`src/mctu_pkg.sv`:
```
package mctu_pkg;

   localparam int MAX_TOUCHES  = 16;
   localparam int COORD_BITS   = 16;
   localparam int ACC_BITS     = COORD_BITS + 2;
   localparam int AXES         = 3;
   localparam int ACTION_BITS  = 2;
   localparam int ID_BITS      = 4;
   localparam int STATUS_BITS  = 2;
   localparam int PCOUNT_BITS  = 5;
   localparam int IDX_BITS     = $clog2(MAX_TOUCHES);
   localparam int CNT_BITS     = $clog2(MAX_TOUCHES + 1);
   localparam int SUM_BITS     = COORD_BITS + CNT_BITS;
   localparam int REM_BITS     = CNT_BITS + 1;
   localparam int STEP_BITS    = $clog2(COORD_BITS + 1);

   typedef logic signed [COORD_BITS-1:0] coord_type;
   typedef logic signed [ACC_BITS-1:0]   acc_type;
   typedef logic signed [SUM_BITS-1:0]   sum_type;
   typedef logic [CNT_BITS-1:0]          cnt_type;
   typedef logic [IDX_BITS-1:0]          idx_type;
   typedef coord_type [AXES-1:0]         point_type;

   typedef enum logic [ACTION_BITS-1:0] {
      ACT_DOWN = 2'd0,
      ACT_MOVE = 2'd1,
      ACT_UP   = 2'd2,
      ACT_BAD  = 2'd3
   } action_type;

   typedef enum logic [STATUS_BITS-1:0] {
      ST_OK      = 2'd0,
      ST_UNKNOWN = 2'd1,
      ST_DUP     = 2'd2,
      ST_BAD     = 2'd3
   } status_type;

   // clamp a one-bit-wider sum into the accumulator range
   function automatic acc_type sat_acc(input logic signed [ACC_BITS:0] v);
      acc_type r;
      if (v[ACC_BITS] != v[ACC_BITS-1]) begin
         r = v[ACC_BITS] ? {1'b1, {(ACC_BITS-1){1'b0}}} : {1'b0, {(ACC_BITS-1){1'b1}}};
      end else begin
         r = v[ACC_BITS-1:0];
      end
      return r;
   endfunction

endpackage

```
`src/mctu_req_if.sv`:
```
interface mctu_req_if;
   logic                                valid;
   logic                                ready;
   logic [mctu_pkg::ACTION_BITS-1:0]    action;
   logic [mctu_pkg::ID_BITS-1:0]        touch_id;
   mctu_pkg::coord_type                 pos_x;
   mctu_pkg::coord_type                 pos_y;
   mctu_pkg::coord_type                 pos_z;

   modport source (output valid, action, touch_id, pos_x, pos_y, pos_z, input ready);
   modport sink   (input valid, action, touch_id, pos_x, pos_y, pos_z, output ready);
endinterface

```
`src/mctu_rsp_if.sv`:
```
interface mctu_rsp_if;
   logic                                valid;
   logic                                ready;
   logic [mctu_pkg::STATUS_BITS-1:0]    status;
   logic [mctu_pkg::ID_BITS-1:0]        echo_id;
   logic [mctu_pkg::PCOUNT_BITS-1:0]    point_count;
   mctu_pkg::coord_type                 centroid_x;
   mctu_pkg::coord_type                 centroid_y;
   mctu_pkg::coord_type                 centroid_z;
   mctu_pkg::acc_type                   origin_x;
   mctu_pkg::acc_type                   origin_y;
   mctu_pkg::acc_type                   origin_z;
   mctu_pkg::acc_type                   shift_x;
   mctu_pkg::acc_type                   shift_y;
   mctu_pkg::acc_type                   shift_z;

   modport source (output valid, status, echo_id, point_count,
                   centroid_x, centroid_y, centroid_z,
                   origin_x, origin_y, origin_z,
                   shift_x, shift_y, shift_z,
                   input ready);
   modport sink   (input valid, status, echo_id, point_count,
                   centroid_x, centroid_y, centroid_z,
                   origin_x, origin_y, origin_z,
                   shift_x, shift_y, shift_z,
                   output ready);
endinterface

```
`src/mctu_store.sv`:
```
// per-id stored position, one write and one registered read port
module mctu_store (
   input  logic                clock,
   input  logic                wr_en,
   input  mctu_pkg::idx_type   wr_addr,
   input  mctu_pkg::point_type wr_data,
   input  logic                rd_en,
   input  mctu_pkg::idx_type   rd_addr,
   output mctu_pkg::point_type rd_data
);

   mctu_pkg::point_type mem_ff [mctu_pkg::MAX_TOUCHES];
   mctu_pkg::point_type rd_data_ff;

   always_ff @(posedge clock) begin
      if (wr_en) begin
         mem_ff[wr_addr] <= wr_data;
      end
      if (rd_en) begin
         rd_data_ff <= mem_ff[rd_addr];
      end
   end

   assign rd_data = rd_data_ff;

endmodule

```
`src/mctu_div.sv`:
```
// signed sum / unsigned count, truncating toward zero, one quotient bit per cycle
module mctu_div (
   input  logic                clock,
   input  logic                reset,
   input  logic                start,
   input  mctu_pkg::sum_type   dividend,
   input  mctu_pkg::cnt_type   divisor,
   output logic                done,
   output mctu_pkg::coord_type quotient
);

   logic                               busy_ff, busy_in;
   logic                               done_ff, done_in;
   logic [mctu_pkg::STEP_BITS-1:0]     step_ff, step_in;
   logic [mctu_pkg::REM_BITS-1:0]      rem_ff, rem_in;
   logic [mctu_pkg::COORD_BITS-1:0]    lo_ff, lo_in;
   mctu_pkg::cnt_type                  div_ff, div_in;
   logic                               neg_ff, neg_in;

   logic [mctu_pkg::SUM_BITS-1:0]      mag;
   logic [mctu_pkg::REM_BITS-1:0]      trial;
   logic                               ge;

   always_comb begin
      mag   = dividend[mctu_pkg::SUM_BITS-1] ? mctu_pkg::SUM_BITS'(-dividend) : dividend;
      trial = {rem_ff[mctu_pkg::REM_BITS-2:0], lo_ff[mctu_pkg::COORD_BITS-1]};
      ge    = trial >= mctu_pkg::REM_BITS'(div_ff);

      busy_in = busy_ff;
      done_in = 1'b0;
      step_in = step_ff;
      rem_in  = rem_ff;
      lo_in   = lo_ff;
      div_in  = div_ff;
      neg_in  = neg_ff;

      if (start) begin
         // high quotient bits are known zero since |sum| <= count * 2^(COORD_BITS-1)
         busy_in = 1'b1;
         step_in = mctu_pkg::STEP_BITS'(mctu_pkg::COORD_BITS);
         rem_in  = mctu_pkg::REM_BITS'(mag >> mctu_pkg::COORD_BITS);
         lo_in   = mag[mctu_pkg::COORD_BITS-1:0];
         div_in  = divisor;
         neg_in  = dividend[mctu_pkg::SUM_BITS-1];
      end else if (busy_ff) begin
         rem_in  = ge ? trial - mctu_pkg::REM_BITS'(div_ff) : trial;
         lo_in   = {lo_ff[mctu_pkg::COORD_BITS-2:0], ge};
         step_in = step_ff - 1'b1;
         if (step_ff == mctu_pkg::STEP_BITS'(1)) begin
            busy_in = 1'b0;
            done_in = 1'b1;
         end
      end
   end

   always_ff @(posedge clock) begin
      if (reset) begin
         busy_ff <= 1'b0;
         done_ff <= 1'b0;
      end else begin
         busy_ff <= busy_in;
         done_ff <= done_in;
      end
      step_ff <= step_in;
      rem_ff  <= rem_in;
      lo_ff   <= lo_in;
      div_ff  <= div_in;
      neg_ff  <= neg_in;
   end

   assign done     = done_ff;
   assign quotient = neg_ff ? mctu_pkg::coord_type'(~lo_ff + 1'b1) : mctu_pkg::coord_type'(lo_ff);

endmodule

```
`src/multitouch_centroid_tracker_unit.sv`:
```
// Multitouch centroid tracker. Takes down, move and up events per touch id and answers each
// with exactly one result transaction: a status code, the id, the number of points down, the
// centroid (coordinate sums divided by the count, truncated toward zero), the original
// centroid moved by motion only, and the offset collected from downs and ups; the last two
// saturate to COORD_BITS+2 bits and everything clears when the last point lifts. An accepted
// event that updates the centroid passes S_LOOKUP, then S_DIV_ISSUE and S_DIV_WAIT once per
// axis on the single bit-serial divider, then S_EMIT; a rejected event or the last up goes
// from S_LOOKUP straight to S_EMIT. The input stays not ready until the result is loaded
// into the output register. Stored positions of ids never touched down are never used, so
// the point store needs no clearing after reset.
module multitouch_centroid_tracker_unit (
   input  logic        clock,
   input  logic        reset,
   mctu_req_if.sink    req_bus,
   mctu_rsp_if.source  rsp_bus
);

   typedef enum logic [2:0] {
      S_IDLE,
      S_LOOKUP,
      S_DIV_ISSUE,
      S_DIV_WAIT,
      S_EMIT
   } state_type;

   // control and architectural state
   state_type                          state_ff, state_in;
   logic [1:0]                         axis_ff, axis_in;
   logic [mctu_pkg::MAX_TOUCHES-1:0]   valid_ff, valid_in;
   mctu_pkg::cnt_type                  count_ff, count_in;
   mctu_pkg::sum_type                  sum_ff [mctu_pkg::AXES];
   mctu_pkg::sum_type                  sum_in [mctu_pkg::AXES];
   mctu_pkg::coord_type                cent_ff [mctu_pkg::AXES];
   mctu_pkg::coord_type                cent_in [mctu_pkg::AXES];
   mctu_pkg::acc_type                  origin_ff [mctu_pkg::AXES];
   mctu_pkg::acc_type                  origin_in [mctu_pkg::AXES];
   mctu_pkg::acc_type                  offset_ff [mctu_pkg::AXES];
   mctu_pkg::acc_type                  offset_in [mctu_pkg::AXES];
   logic                               rsp_valid_ff, rsp_valid_in;

   // captured event and result payload
   mctu_pkg::action_type               action_ff, action_in;
   logic [mctu_pkg::ID_BITS-1:0]       id_ff, id_in;
   mctu_pkg::point_type                pos_ff, pos_in;
   mctu_pkg::status_type               status_ff, status_in;
   mctu_pkg::status_type               rsp_status_ff, rsp_status_in;
   logic [mctu_pkg::ID_BITS-1:0]       rsp_id_ff, rsp_id_in;
   logic [mctu_pkg::PCOUNT_BITS-1:0]   rsp_count_ff, rsp_count_in;
   mctu_pkg::coord_type                rsp_cent_ff [mctu_pkg::AXES];
   mctu_pkg::coord_type                rsp_cent_in [mctu_pkg::AXES];
   mctu_pkg::acc_type                  rsp_origin_ff [mctu_pkg::AXES];
   mctu_pkg::acc_type                  rsp_origin_in [mctu_pkg::AXES];
   mctu_pkg::acc_type                  rsp_shift_ff [mctu_pkg::AXES];
   mctu_pkg::acc_type                  rsp_shift_in [mctu_pkg::AXES];

   // point store and divider hookup
   logic                               req_take;
   logic                               st_wr_en;
   mctu_pkg::idx_type                  id_idx;
   mctu_pkg::point_type                st_rd_data;
   logic                               div_start;
   logic                               div_done;
   mctu_pkg::coord_type                div_quot;

   // per-event decode and shared saturating adder
   logic                               id_out_of_range;
   logic                               id_hit;
   logic                               add_pos, sub_stored;
   logic signed [mctu_pkg::COORD_BITS:0] delta;
   mctu_pkg::acc_type                  acc_pick;
   logic signed [mctu_pkg::ACC_BITS:0] acc_sum;
   mctu_pkg::acc_type                  acc_sat;

   assign req_take = req_bus.valid && req_bus.ready;
   assign id_idx   = mctu_pkg::IDX_BITS'(id_ff);

   mctu_store u_store (
      .clock   (clock),
      .wr_en   (st_wr_en),
      .wr_addr (id_idx),
      .wr_data (pos_ff),
      .rd_en   (req_take),
      .rd_addr (mctu_pkg::IDX_BITS'(req_bus.touch_id)),
      .rd_data (st_rd_data)
   );

   mctu_div u_div (
      .clock    (clock),
      .reset    (reset),
      .start    (div_start),
      .dividend (sum_ff[axis_ff]),
      .divisor  (count_ff),
      .done     (div_done),
      .quotient (div_quot)
   );

   always_comb begin
      state_in      = state_ff;
      axis_in       = axis_ff;
      valid_in      = valid_ff;
      count_in      = count_ff;
      sum_in        = sum_ff;
      cent_in       = cent_ff;
      origin_in     = origin_ff;
      offset_in     = offset_ff;
      rsp_valid_in  = rsp_valid_ff;
      action_in     = action_ff;
      id_in         = id_ff;
      pos_in        = pos_ff;
      status_in     = status_ff;
      rsp_status_in = rsp_status_ff;
      rsp_id_in     = rsp_id_ff;
      rsp_count_in  = rsp_count_ff;
      rsp_cent_in   = rsp_cent_ff;
      rsp_origin_in = rsp_origin_ff;
      rsp_shift_in  = rsp_shift_ff;
      st_wr_en      = 1'b0;
      div_start     = 1'b0;
      add_pos       = 1'b0;
      sub_stored    = 1'b0;

      id_out_of_range = 32'(id_ff) >= mctu_pkg::MAX_TOUCHES;
      id_hit          = !id_out_of_range && valid_ff[id_idx];

      // centroid change on this axis, folded into origin for moves, offset otherwise
      delta    = (mctu_pkg::COORD_BITS+1)'(div_quot) - (mctu_pkg::COORD_BITS+1)'(cent_ff[axis_ff]);
      acc_pick = (action_ff == mctu_pkg::ACT_MOVE) ? origin_ff[axis_ff] : offset_ff[axis_ff];
      acc_sum  = (mctu_pkg::ACC_BITS+1)'(acc_pick) + (mctu_pkg::ACC_BITS+1)'(delta);
      acc_sat  = mctu_pkg::sat_acc(acc_sum);

      // result register drains independently of the sequencer
      if (rsp_valid_ff && rsp_bus.ready) begin
         rsp_valid_in = 1'b0;
      end

      case (state_ff)
         S_IDLE: begin
            if (req_take) begin
               action_in = mctu_pkg::action_type'(req_bus.action);
               id_in     = req_bus.touch_id;
               pos_in[0] = req_bus.pos_x;
               pos_in[1] = req_bus.pos_y;
               pos_in[2] = req_bus.pos_z;
               state_in  = S_LOOKUP;
            end
         end
         S_LOOKUP: begin
            status_in = mctu_pkg::ST_OK;
            axis_in   = 2'd0;
            state_in  = S_DIV_ISSUE;
            if (action_ff == mctu_pkg::ACT_BAD) begin
               status_in = mctu_pkg::ST_BAD;
               state_in  = S_EMIT;
            end else if (id_out_of_range) begin
               status_in = mctu_pkg::ST_UNKNOWN;
               state_in  = S_EMIT;
            end else if (action_ff == mctu_pkg::ACT_DOWN) begin
               if (id_hit) begin
                  status_in = mctu_pkg::ST_DUP;
                  state_in  = S_EMIT;
               end else begin
                  valid_in[id_idx] = 1'b1;
                  count_in         = count_ff + 1'b1;
                  add_pos          = 1'b1;
                  st_wr_en         = 1'b1;
               end
            end else if (!id_hit) begin
               status_in = mctu_pkg::ST_UNKNOWN;
               state_in  = S_EMIT;
            end else if (action_ff == mctu_pkg::ACT_MOVE) begin
               add_pos    = 1'b1;
               sub_stored = 1'b1;
               st_wr_en   = 1'b1;
            end else begin
               valid_in[id_idx] = 1'b0;
               count_in         = count_ff - 1'b1;
               sub_stored       = 1'b1;
               if (count_ff == mctu_pkg::CNT_BITS'(1)) begin
                  // last point lifted: everything returns to zero
                  sub_stored = 1'b0;
                  for (int k = 0; k < mctu_pkg::AXES; k++) begin
                     sum_in[k]    = '0;
                     cent_in[k]   = '0;
                     origin_in[k] = '0;
                     offset_in[k] = '0;
                  end
                  state_in = S_EMIT;
               end
            end
            if (add_pos || sub_stored) begin
               for (int k = 0; k < mctu_pkg::AXES; k++) begin
                  sum_in[k] = sum_ff[k]
                     + (add_pos    ? mctu_pkg::SUM_BITS'($signed(pos_ff[k]))     : '0)
                     - (sub_stored ? mctu_pkg::SUM_BITS'($signed(st_rd_data[k])) : '0);
               end
            end
         end
         S_DIV_ISSUE: begin
            div_start = 1'b1;
            state_in  = S_DIV_WAIT;
         end
         S_DIV_WAIT: begin
            if (div_done) begin
               cent_in[axis_ff] = div_quot;
               if (action_ff == mctu_pkg::ACT_DOWN && count_ff == mctu_pkg::CNT_BITS'(1)) begin
                  // first point down sets the original centroid
                  origin_in[axis_ff] = mctu_pkg::ACC_BITS'(div_quot);
               end else if (action_ff == mctu_pkg::ACT_MOVE) begin
                  origin_in[axis_ff] = acc_sat;
               end else begin
                  offset_in[axis_ff] = acc_sat;
               end
               if (axis_ff == 2'(mctu_pkg::AXES - 1)) begin
                  state_in = S_EMIT;
               end else begin
                  axis_in  = axis_ff + 1'b1;
                  state_in = S_DIV_ISSUE;
               end
            end
         end
         S_EMIT: begin
            // load the output register once it is free or being taken
            if (!rsp_valid_ff || rsp_bus.ready) begin
               rsp_valid_in  = 1'b1;
               rsp_status_in = status_ff;
               rsp_id_in     = id_ff;
               rsp_count_in  = mctu_pkg::PCOUNT_BITS'(count_ff);
               rsp_cent_in   = cent_ff;
               rsp_origin_in = origin_ff;
               rsp_shift_in  = offset_ff;
               state_in      = S_IDLE;
            end
         end
         default: begin
            state_in = S_IDLE;
         end
      endcase
   end

   always_ff @(posedge clock) begin
      if (reset) begin
         state_ff     <= S_IDLE;
         axis_ff      <= 2'd0;
         valid_ff     <= '0;
         count_ff     <= '0;
         rsp_valid_ff <= 1'b0;
         for (int k = 0; k < mctu_pkg::AXES; k++) begin
            sum_ff[k]    <= '0;
            cent_ff[k]   <= '0;
            origin_ff[k] <= '0;
            offset_ff[k] <= '0;
         end
      end else begin
         state_ff     <= state_in;
         axis_ff      <= axis_in;
         valid_ff     <= valid_in;
         count_ff     <= count_in;
         rsp_valid_ff <= rsp_valid_in;
         sum_ff       <= sum_in;
         cent_ff      <= cent_in;
         origin_ff    <= origin_in;
         offset_ff    <= offset_in;
      end
      // payload, no reset
      action_ff     <= action_in;
      id_ff         <= id_in;
      pos_ff        <= pos_in;
      status_ff     <= status_in;
      rsp_status_ff <= rsp_status_in;
      rsp_id_ff     <= rsp_id_in;
      rsp_count_ff  <= rsp_count_in;
      rsp_cent_ff   <= rsp_cent_in;
      rsp_origin_ff <= rsp_origin_in;
      rsp_shift_ff  <= rsp_shift_in;
   end

   // ports
   assign req_bus.ready       = (state_ff == S_IDLE);
   assign rsp_bus.valid       = rsp_valid_ff;
   assign rsp_bus.status      = rsp_status_ff;
   assign rsp_bus.echo_id     = rsp_id_ff;
   assign rsp_bus.point_count = rsp_count_ff;
   assign rsp_bus.centroid_x  = rsp_cent_ff[0];
   assign rsp_bus.centroid_y  = rsp_cent_ff[1];
   assign rsp_bus.centroid_z  = rsp_cent_ff[2];
   assign rsp_bus.origin_x    = rsp_origin_ff[0];
   assign rsp_bus.origin_y    = rsp_origin_ff[1];
   assign rsp_bus.origin_z    = rsp_origin_ff[2];
   assign rsp_bus.shift_x     = rsp_shift_ff[0];
   assign rsp_bus.shift_y     = rsp_shift_ff[1];
   assign rsp_bus.shift_z     = rsp_shift_ff[2];

endmodule

```
`src/flat_wrapper.sv`:
```
// flat-port wrapper written by rule: the top's interface ports become plain ports
module multitouch_centroid_tracker_unit_flat 
  (clock, reset, req_bus_valid, req_bus_action, req_bus_touch_id, req_bus_pos_x, req_bus_pos_y, req_bus_pos_z, req_bus_ready, rsp_bus_valid, rsp_bus_status, rsp_bus_echo_id, rsp_bus_point_count, rsp_bus_centroid_x, rsp_bus_centroid_y, rsp_bus_centroid_z, rsp_bus_origin_x, rsp_bus_origin_y, rsp_bus_origin_z, rsp_bus_shift_x, rsp_bus_shift_y, rsp_bus_shift_z, rsp_bus_ready);
  mctu_req_if req_bus_i ();
  mctu_rsp_if rsp_bus_i ();
  input  logic clock;
  input  logic reset;
  input wire logic [$bits(req_bus_i.valid)-1:0] req_bus_valid;
  input wire logic [$bits(req_bus_i.action)-1:0] req_bus_action;
  input wire logic [$bits(req_bus_i.touch_id)-1:0] req_bus_touch_id;
  input wire logic [$bits(req_bus_i.pos_x)-1:0] req_bus_pos_x;
  input wire logic [$bits(req_bus_i.pos_y)-1:0] req_bus_pos_y;
  input wire logic [$bits(req_bus_i.pos_z)-1:0] req_bus_pos_z;
  output wire logic [$bits(req_bus_i.ready)-1:0] req_bus_ready;
  output wire logic [$bits(rsp_bus_i.valid)-1:0] rsp_bus_valid;
  output wire logic [$bits(rsp_bus_i.status)-1:0] rsp_bus_status;
  output wire logic [$bits(rsp_bus_i.echo_id)-1:0] rsp_bus_echo_id;
  output wire logic [$bits(rsp_bus_i.point_count)-1:0] rsp_bus_point_count;
  output wire logic [$bits(rsp_bus_i.centroid_x)-1:0] rsp_bus_centroid_x;
  output wire logic [$bits(rsp_bus_i.centroid_y)-1:0] rsp_bus_centroid_y;
  output wire logic [$bits(rsp_bus_i.centroid_z)-1:0] rsp_bus_centroid_z;
  output wire logic [$bits(rsp_bus_i.origin_x)-1:0] rsp_bus_origin_x;
  output wire logic [$bits(rsp_bus_i.origin_y)-1:0] rsp_bus_origin_y;
  output wire logic [$bits(rsp_bus_i.origin_z)-1:0] rsp_bus_origin_z;
  output wire logic [$bits(rsp_bus_i.shift_x)-1:0] rsp_bus_shift_x;
  output wire logic [$bits(rsp_bus_i.shift_y)-1:0] rsp_bus_shift_y;
  output wire logic [$bits(rsp_bus_i.shift_z)-1:0] rsp_bus_shift_z;
  input wire logic [$bits(rsp_bus_i.ready)-1:0] rsp_bus_ready;
  assign req_bus_i.valid = req_bus_valid;
  assign req_bus_i.action = req_bus_action;
  assign req_bus_i.touch_id = req_bus_touch_id;
  assign req_bus_i.pos_x = req_bus_pos_x;
  assign req_bus_i.pos_y = req_bus_pos_y;
  assign req_bus_i.pos_z = req_bus_pos_z;
  assign req_bus_ready = req_bus_i.ready;
  assign rsp_bus_valid = rsp_bus_i.valid;
  assign rsp_bus_status = rsp_bus_i.status;
  assign rsp_bus_echo_id = rsp_bus_i.echo_id;
  assign rsp_bus_point_count = rsp_bus_i.point_count;
  assign rsp_bus_centroid_x = rsp_bus_i.centroid_x;
  assign rsp_bus_centroid_y = rsp_bus_i.centroid_y;
  assign rsp_bus_centroid_z = rsp_bus_i.centroid_z;
  assign rsp_bus_origin_x = rsp_bus_i.origin_x;
  assign rsp_bus_origin_y = rsp_bus_i.origin_y;
  assign rsp_bus_origin_z = rsp_bus_i.origin_z;
  assign rsp_bus_shift_x = rsp_bus_i.shift_x;
  assign rsp_bus_shift_y = rsp_bus_i.shift_y;
  assign rsp_bus_shift_z = rsp_bus_i.shift_z;
  assign rsp_bus_i.ready = rsp_bus_ready;
  multitouch_centroid_tracker_unit u_core (.clock(clock), .reset(reset), .req_bus(req_bus_i), .rsp_bus(rsp_bus_i));
endmodule
```
`config.mk`:
```
export PLATFORM = sky130hd
export DESIGN_NAME = multitouch_centroid_tracker_unit_flat
export DESIGN_NICKNAME = d
export VERILOG_FILES = /design/src/mctu_pkg.sv /design/src/mctu_req_if.sv /design/src/mctu_rsp_if.sv /design/src/mctu_store.sv /design/src/mctu_div.sv /design/src/multitouch_centroid_tracker_unit.sv /design/src/flat_wrapper.sv
export SDC_FILE = /design/constraint.sdc
export NUM_CORES = 2
export LEC_CHECK = 0
export ABC_CLOCK_PERIOD_IN_PS = 21700
export BUFFER_PORTS_ARGS = -buffer_cell sky130_fd_sc_hd__buf_2
export CELL_PAD_IN_SITES_DETAIL_PLACEMENT = 2
export CELL_PAD_IN_SITES_GLOBAL_PLACEMENT = 2
export CORE_ASPECT_RATIO = 1.1
export CORE_MARGIN = 2
export CORE_UTILIZATION = 35
export CTS_BUF_LIST = sky130_fd_sc_hd__clkbuf_2
export DETAILED_ROUTE_END_ITERATION = 7
export PLACE_DENSITY_LB_ADDON = 0.08
export SKIP_LAST_GASP = 1
export SYNTH_ARGS = -nofsm -noshare
export SYNTH_HDL_FRONTEND = slang
export SYNTH_HIERARCHICAL = 1
export SYNTH_SLANG_ARGS = --single-unit
```
`constraint.sdc`:
```
create_clock -name clock -period 21.7 [get_ports clock]
set_input_delay 1.085 -clock clock [delete_from_list [all_inputs] [get_ports clock]]
set_output_delay 1.085 -clock clock [all_outputs]
set_load 0.02 [all_outputs]
```
Word level (Yosys, flattened, before mapping). Memory sizes are Yosys's and may differ from the RTL's. A register that Yosys moved wholly into a read port is not among the register bits. Cells that the tools add are included.

Mux-type cells: 114. Reduce and logical (&&, ||, !) cells: 25. Add/sub/neg operators: 15. Equal/unequal tests: 27. $lt $le $gt $ge: 5. Bitwise operators: 7.

Operators with widths (count): $mux 54 (11); $mux 63 (6); $mux 48 (6); $pmux 54 s2 (2); $mux 21 (9); $bwmux 54 (3); $mux 16 (10); $mux 18 (8); $pmux 48 s2 (1); $bmux 18 s2 (2); $add 21x21->21 (3); $sub 21x21->21 (3); $bwmux 48 (1); $bmux 21 s2 (1); $demux 18 s2 (1); $mux 5 (7); $bmux 16 s2 (1); $demux 16 s2 (1); $not 16->16 (2); $mux 3 (10); $mux 1 (26); $neg 21->21 (1); $ne 2x2->1 const B (10); $add 18x17->19 (1); other kinds (43) (67).

Memories kept: 1. Flip-flop bits (word level): 503. Word-level logic and storage cells: 236. Input port bits: 58. Bits in writable memories: 768.

Memories: u_core.u_store.mem_ff (words 16, bits a word 48, read ports 1, clocked after Yosys merged registers in 1, wr ports 1, RTL line mctu_store.sv:12) `mctu_pkg::point_type mem_ff [mctu_pkg::MAX_TOUCHES];`.

Depth between registers and ports, before layout.
Depth in word-level cells: 13. Mapped depth: 22. Gate-level depth less buffers: 19.

Cells and area by module. Netlist, hierarchy kept.

By module, submodules not included: mctu_store (cells an instance 1242, area each 30175.2 um2, times used 1); multitouch_centroid_tracker_unit (cells an instance 2415, area each 24491.0 um2, times used 1); mctu_div (cells an instance 238, area each 2323.5 um2, times used 1).

Least setup slack after synthesis. Ideal clock, no wire load.

Path kind: in2reg. From: input rsp_bus_ready. To: register u_core.rsp_cent_ff, in the netlist u_core/rsp_bus.centroid_x[0] (enable). Slack: 12.921 ns. Stages on the path: 2. Required time: 21.004 ns. Arrival time: 8.083 ns. Path buffers: 0. Cells stage by stage: nor2b_1 -> nor2_1.

Longest elaborated chain between the ends: 2.

Ends and longest elaborated chain: start: declaration (RTL line flat_wrapper.sv:28) `input wire logic [$bits(rsp_bus_i.ready)-1:0] rsp_bus_ready;`; $logic_or 1x1->1 (RTL line multitouch_centroid_tracker_unit.sv:223) `if (!rsp_valid_ff || rsp_bus.ready) begin`; $reduce_and 2->1 (no line); end signal: assignment (RTL line multitouch_centroid_tracker_unit.sv:272) `rsp_cent_ff <= rsp_cent_in;`; end: declaration (RTL line multitouch_centroid_tracker_unit.sv:49) `mctu_pkg::coord_type rsp_cent_ff [mctu_pkg::AXES];`.

Every way passes these cells. A chain may end at the register's enable or synchronous reset.

Worst setup path after layout.
From: register u_core.axis_ff[0]. To: register u_core/origin_ff[8] (netlist name).

Longest elaborated chain between the ends: 13.

Ends and longest elaborated chain: start: declaration (RTL line multitouch_centroid_tracker_unit.sv:28) `logic [1:0] axis_ff, axis_in;`; start signal: assignment (RTL line multitouch_centroid_tracker_unit.sv:255) `axis_ff <= axis_in;`; $not 2->3 (not written as such) *; $bmux 16 s2 or $bmux 18 s2 (tied branches) (RTL line multitouch_centroid_tracker_unit.sv:126, multitouch_centroid_tracker_unit.sv:127); $mux 16 (not written as such) or $mux 18 (tied branches) (2 in series) (RTL line multitouch_centroid_tracker_unit.sv:126, multitouch_centroid_tracker_unit.sv:127); $sub 16x16->17 or $mux 18 (tied branches) (RTL line multitouch_centroid_tracker_unit.sv:126, multitouch_centroid_tracker_unit.sv:127); $add 18x17->19 (RTL line multitouch_centroid_tracker_unit.sv:128) `acc_sum = (mctu_pkg::ACC_BITS+1)'(acc_pick) + (mctu_pkg::ACC_BITS+1)'(delta);`; $mux 18 or $ne 1x1->1 (tied branches) (RTL line mctu_pkg.sv:42, mctu_pkg.sv:41); $mux 18 (RTL line mctu_pkg.sv:41) `if (v[ACC_BITS] != v[ACC_BITS-1]) begin`; $bwmux 54 (RTL line multitouch_centroid_tracker_unit.sv:209) `origin_in[axis_ff] = acc_sat;`; $mux 54 (RTL line multitouch_centroid_tracker_unit.sv:208) `end else if (action_ff == mctu_pkg::ACT_MOVE) begin`; $mux 54 * (RTL line multitouch_centroid_tracker_unit.sv:205) `if (action_ff == mctu_pkg::ACT_DOWN && count_ff == mctu_pkg::CNT_BITS'(1)) begin`; $mux 54 * (RTL line multitouch_centroid_tracker_unit.sv:203) `if (div_done) begin`; $pmux 54 s2 * (RTL line multitouch_centroid_tracker_unit.sv:136) `case (state_ff)`; end signal: assignment (RTL line multitouch_centroid_tracker_unit.sv:261) `origin_ff <= origin_in;`; end: declaration (RTL line multitouch_centroid_tracker_unit.sv:35) `mctu_pkg::acc_type origin_ff [mctu_pkg::AXES];`.

Mark *: on every way between the ends. The rest lies on a longest branch, timed or not. The select of a mux whose other input is x is not followed.

==> results by group <==
Layout
  – Layout Utilization: 0.400
  – Fraction of layout cells with a size suffix above 1: 0.246
  – Design area: 64900 um^2
  – Most frequent cells in the layout: 1066 x edfxtp_1, 537 x clkbuf_2, 371 x nand2_1
  – Fin cells: 6867
  – Fillers: 16303
  – Final #Nets: 4721
  – Most common cell after layout, fill and taps aside: edfxtp_1
  – Syn-to-layout area delta: 13.8%

Synth
  – Unique masters post-synth: 96
  – Fraction of registers with async set or reset after synthesis: 0
  – Post-Syn Area: 57000 um^2
  – Top_reg_cell synth: edfxtp_1
  – Register area share after synthesis: 0.651
  – Cells after Synth: 3895
  – Syn Area/Cell: 14.6 um^2
  – Synthesis-stage register bit count: 1319
  – Syn_nets: 4131
  – EDFF count, synth: 1066
  – YS warnings: 6

Placement
  – Placed instance area: 60700 um^2
  – RePlAce Congestion: 0.857
  – Placement Setup Slack: 14.94 ns
  – Inst Count DP: 6137
  – Detailed placer's ending HPWL: 124 mm
  – IO buf count: 226

Hold path
  – Hold path start: req_bus_touch_id[1]
  – Hold Crit Class: in -> reg
  – Worst hold stages: 4
  – Hold Path Sink: u_core/u_store/rd_data[44]$_DFFE_PP_

Detailed routing
  – Vias per std cell: 5.28
  – DRC viols: 0
  – Antenna viol nets, final: 0
  – DRT Pass-1 Iters: 7
  – Routed vias: 36282
  – DRT Wirelength: 190 mm
  – Iter 0 DRT Violations: 1919
  – Routed len/inst: 27.6 um

Critical path
  – Crit-path max FO: 57
  – Startpoint types: flip-flop
  – Setup slack, reg-to-reg: 14.85 ns
  – CP max-delay cell: nor2_4
  – CP Capture Type: flip-flop
  – Worst r2r path cells: 16
  – Critical path type: reg -> reg
  – CP Cell Sequence: buf_4 > inv_1 > nor2_4 > a22oi_1 > ha_1 > inv_1 > ha_1 > fa_1 > a211oi_1 > o21ai_1 > a31oi_1 > o311ai_0 > nand3_1 > and3_2 > a21oi_2 > o311ai_1
  – Reg2reg start: u_core/axis_ff[0]$_SDFFE_PP0P_
  – Reg2reg end: u_core/origin_ff[8]$_SDFFE_PP0P_
  – Slowest stage delay, CP: 1.06 ns
  – Critical path required time: 23.34 ns
  – WP data arrival: 8.49 ns
  – Top delay family on crit path: simple AND/OR/NAND/NOR gates
  – Crit path buffers/inverters: 3
  – Crit path launch: u_core/axis_ff[0]$_SDFFE_PP0P_

Floorplanning
  – Core Area: 162000 um^2
  – Die Span Y: 427 um
  – I/O pins: 227
  – Die Area: 166000 um^2
  – Die width: 389 um
  – Initial core utilization: 0.352
  – Cell Rows: 155

STA
  – Fmax: 0.146 GHz
  – Final Hold Fails: 0
  – Final setup fails: 0
  – Max Slew Vio Count: 0
  – Final min period: 6.85 ns
  – Hold slack: 0.277 ns
  – Worst-Margin Slew: 1.38 ns
  – Total negative slack: 0 ns
  – Fin crit share: 0.316
  – Max_slew headroom: 0.0805
  – Fin worst setup slack: 14.85 ns
  – RSZ-0062 raised after global routing: no
  – Worst clock skew: 0.188 ns

Clock network
  – Total CTS buffers: 359
  – H-tree Lvls: 5
  – Clk slew on worst S/H paths: 0.10 ns
  – CTS max path bufs: 4
  – CTS root buf: clkbuf_2
  – Clk_lat worst skew: 1.87 ns
  – CTS tree: done
  – CTS Sinks: 1319

Power and ir drop
  – Power Total: 5.15 mW
  – Maximum vdd ir drop: 0.0444 mV
  – PD cells: 79.4 nW/um^2
  – Leakage dissipation: 23.2 nW

GRT
  – Antenna violations before repair: 4
  – GRT Util Overall: 0.229
  – Number of global-route vias before repair: 40040
  – First-pass GRT wire length: 277 mm
  – Total grt overflow: 0
  – Largest net degree at the start of global routing: 85

Outcome
  – Outcome: finished, final reports clean

Job
  – Maxcap violations: 0
## layout make-up
cell class,count,area (um^2),area share
Tap cell,2119,2650,0.0409
Clock buffer,537,2690,0.0414
Multi-Input combinational cell,2128,18200,0.281
Clock inverter,75,344,0.00531
Inverter,266,998,0.0154
Sequential cell,1319,37100,0.572
Antenna cell,12,30.0,0.000463
Timing Repair Buffer,411,2820,0.0435
## how the worst max path moves through the flow
stage / endpoint / slack, ns / depth (start not counted)
after floorplan: u_core/rsp_bus.centroid_x[0]$_DFFE_PP_ / 12.92 / 2
after global placement: u_core/origin_ff[8]$_SDFFE_PP0P_ / 15.14 / 15
after detailed placement: u_core/origin_ff[8]$_SDFFE_PP0P_ / 14.94 / 15
after CTS: u_core/origin_ff[8]$_SDFFE_PP0P_ / 14.84 / 16
after global routing: u_core/origin_ff[8]$_SDFFE_PP0P_ / 14.31 / 16
final: u_core/origin_ff[8]$_SDFFE_PP0P_ / 14.85 / 16
## Yosys cell counts (10+ instances only)
master / number / area [um^2]
edfxtp_1: 1066 / 32000
nand2_1: 371 / 1390
inv_1: 264 / 991
dfxtp_1: 253 / 5060
a22oi_1: 215 / 1610
nor2_1: 215 / 807
mux4_2: 213 / 4800
o21ai_0: 130 / 651
clkbuf_1: 110 / 413
a21oi_1: 100 / 500
ha_1: 99 / 1240
fa_1: 79 / 1580
xnor2_1: 60 / 526
and2_1: 55 / 344
mux2i_1: 55 / 551
xor2_1: 44 / 385
a21o_1: 36 / 270
nor3_1: 35 / 175
o21ai_1: 31 / 155
buf_4: 30 / 225
nand2b_1: 30 / 188
nand3_1: 30 / 150
a22o_1: 22 / 193
or3_1: 21 / 131
a32oi_1: 20 / 175
buf_1: 18 / 67.6
o22ai_1: 18 / 113
buf_2: 17 / 85.1
o31ai_1: 17 / 128
and3_1: 16 / 100
a31oi_1: 13 / 81.3
nor2b_1: 13 / 81.3
a211oi_1: 10 / 75.1
nor4_1: 10 / 62.6
o211ai_1: 10 / 75.1
## power by group
part	switching, mW	leakage [nW]	total (mW)	internal [mW]
Sequential	0.0541	11.7	2.83	2.77
Clock	1.06	2.41	1.73	0.674
Combinational	0.357	9.10	0.592	0.234
Total	1.47	23.2	5.15	3.68
## what timing repair did
item	4_1_cts	5_1_grt
endpoints found under the hold margin	198	0
hold buffers	106	0
gates resized for setup	0	0
buffers inserted	0	0
## registers in the layout (all words and copies together), names as in the netlist, 48 cells and up, named ones only
name / count
u_core/cent_ff: 48
u_core/offset_ff: 54
u_core/origin_ff: 54
u_core/pos_ff: 48
u_core/sum_ff: 63
u_core/u_store/mem_ff: 768
u_core/u_store/rd_data: 48
## per-layer routing
layer  global-route usage  share of wire  vias to the layer above
met5                    0       0.000069                        -
met2                0.411           0.52                      875
li1                     -              -                    16067
met3               0.0411          0.040                      320
met4               0.0897          0.036                        2
met1                0.272           0.41                    19018
## cell families after synthesis
| kind of cell | count (synthesis) | synth area share |
|---|---|---|
| AOI/OAI and AO/OA | 716 | 0.0867 |
| xor gates and xnor gates | 107 | 0.0172 |
| muxes | 269 | 0.0940 |
| and+or+nand+nor | 854 | 0.0687 |
| buffers and inverters | 448 | 0.0327 |
| adders and majority gates | 182 | 0.0502 |
| DFF | 1319 | 0.651 |
## worst min-delay path: stages
cell	delay, ns
clkbuf_8	0.37
mux4_2	0.34
a22oi_1	0.06
nand2_1	0.07
No activity file was read; power rests on OpenSTA's default activity.
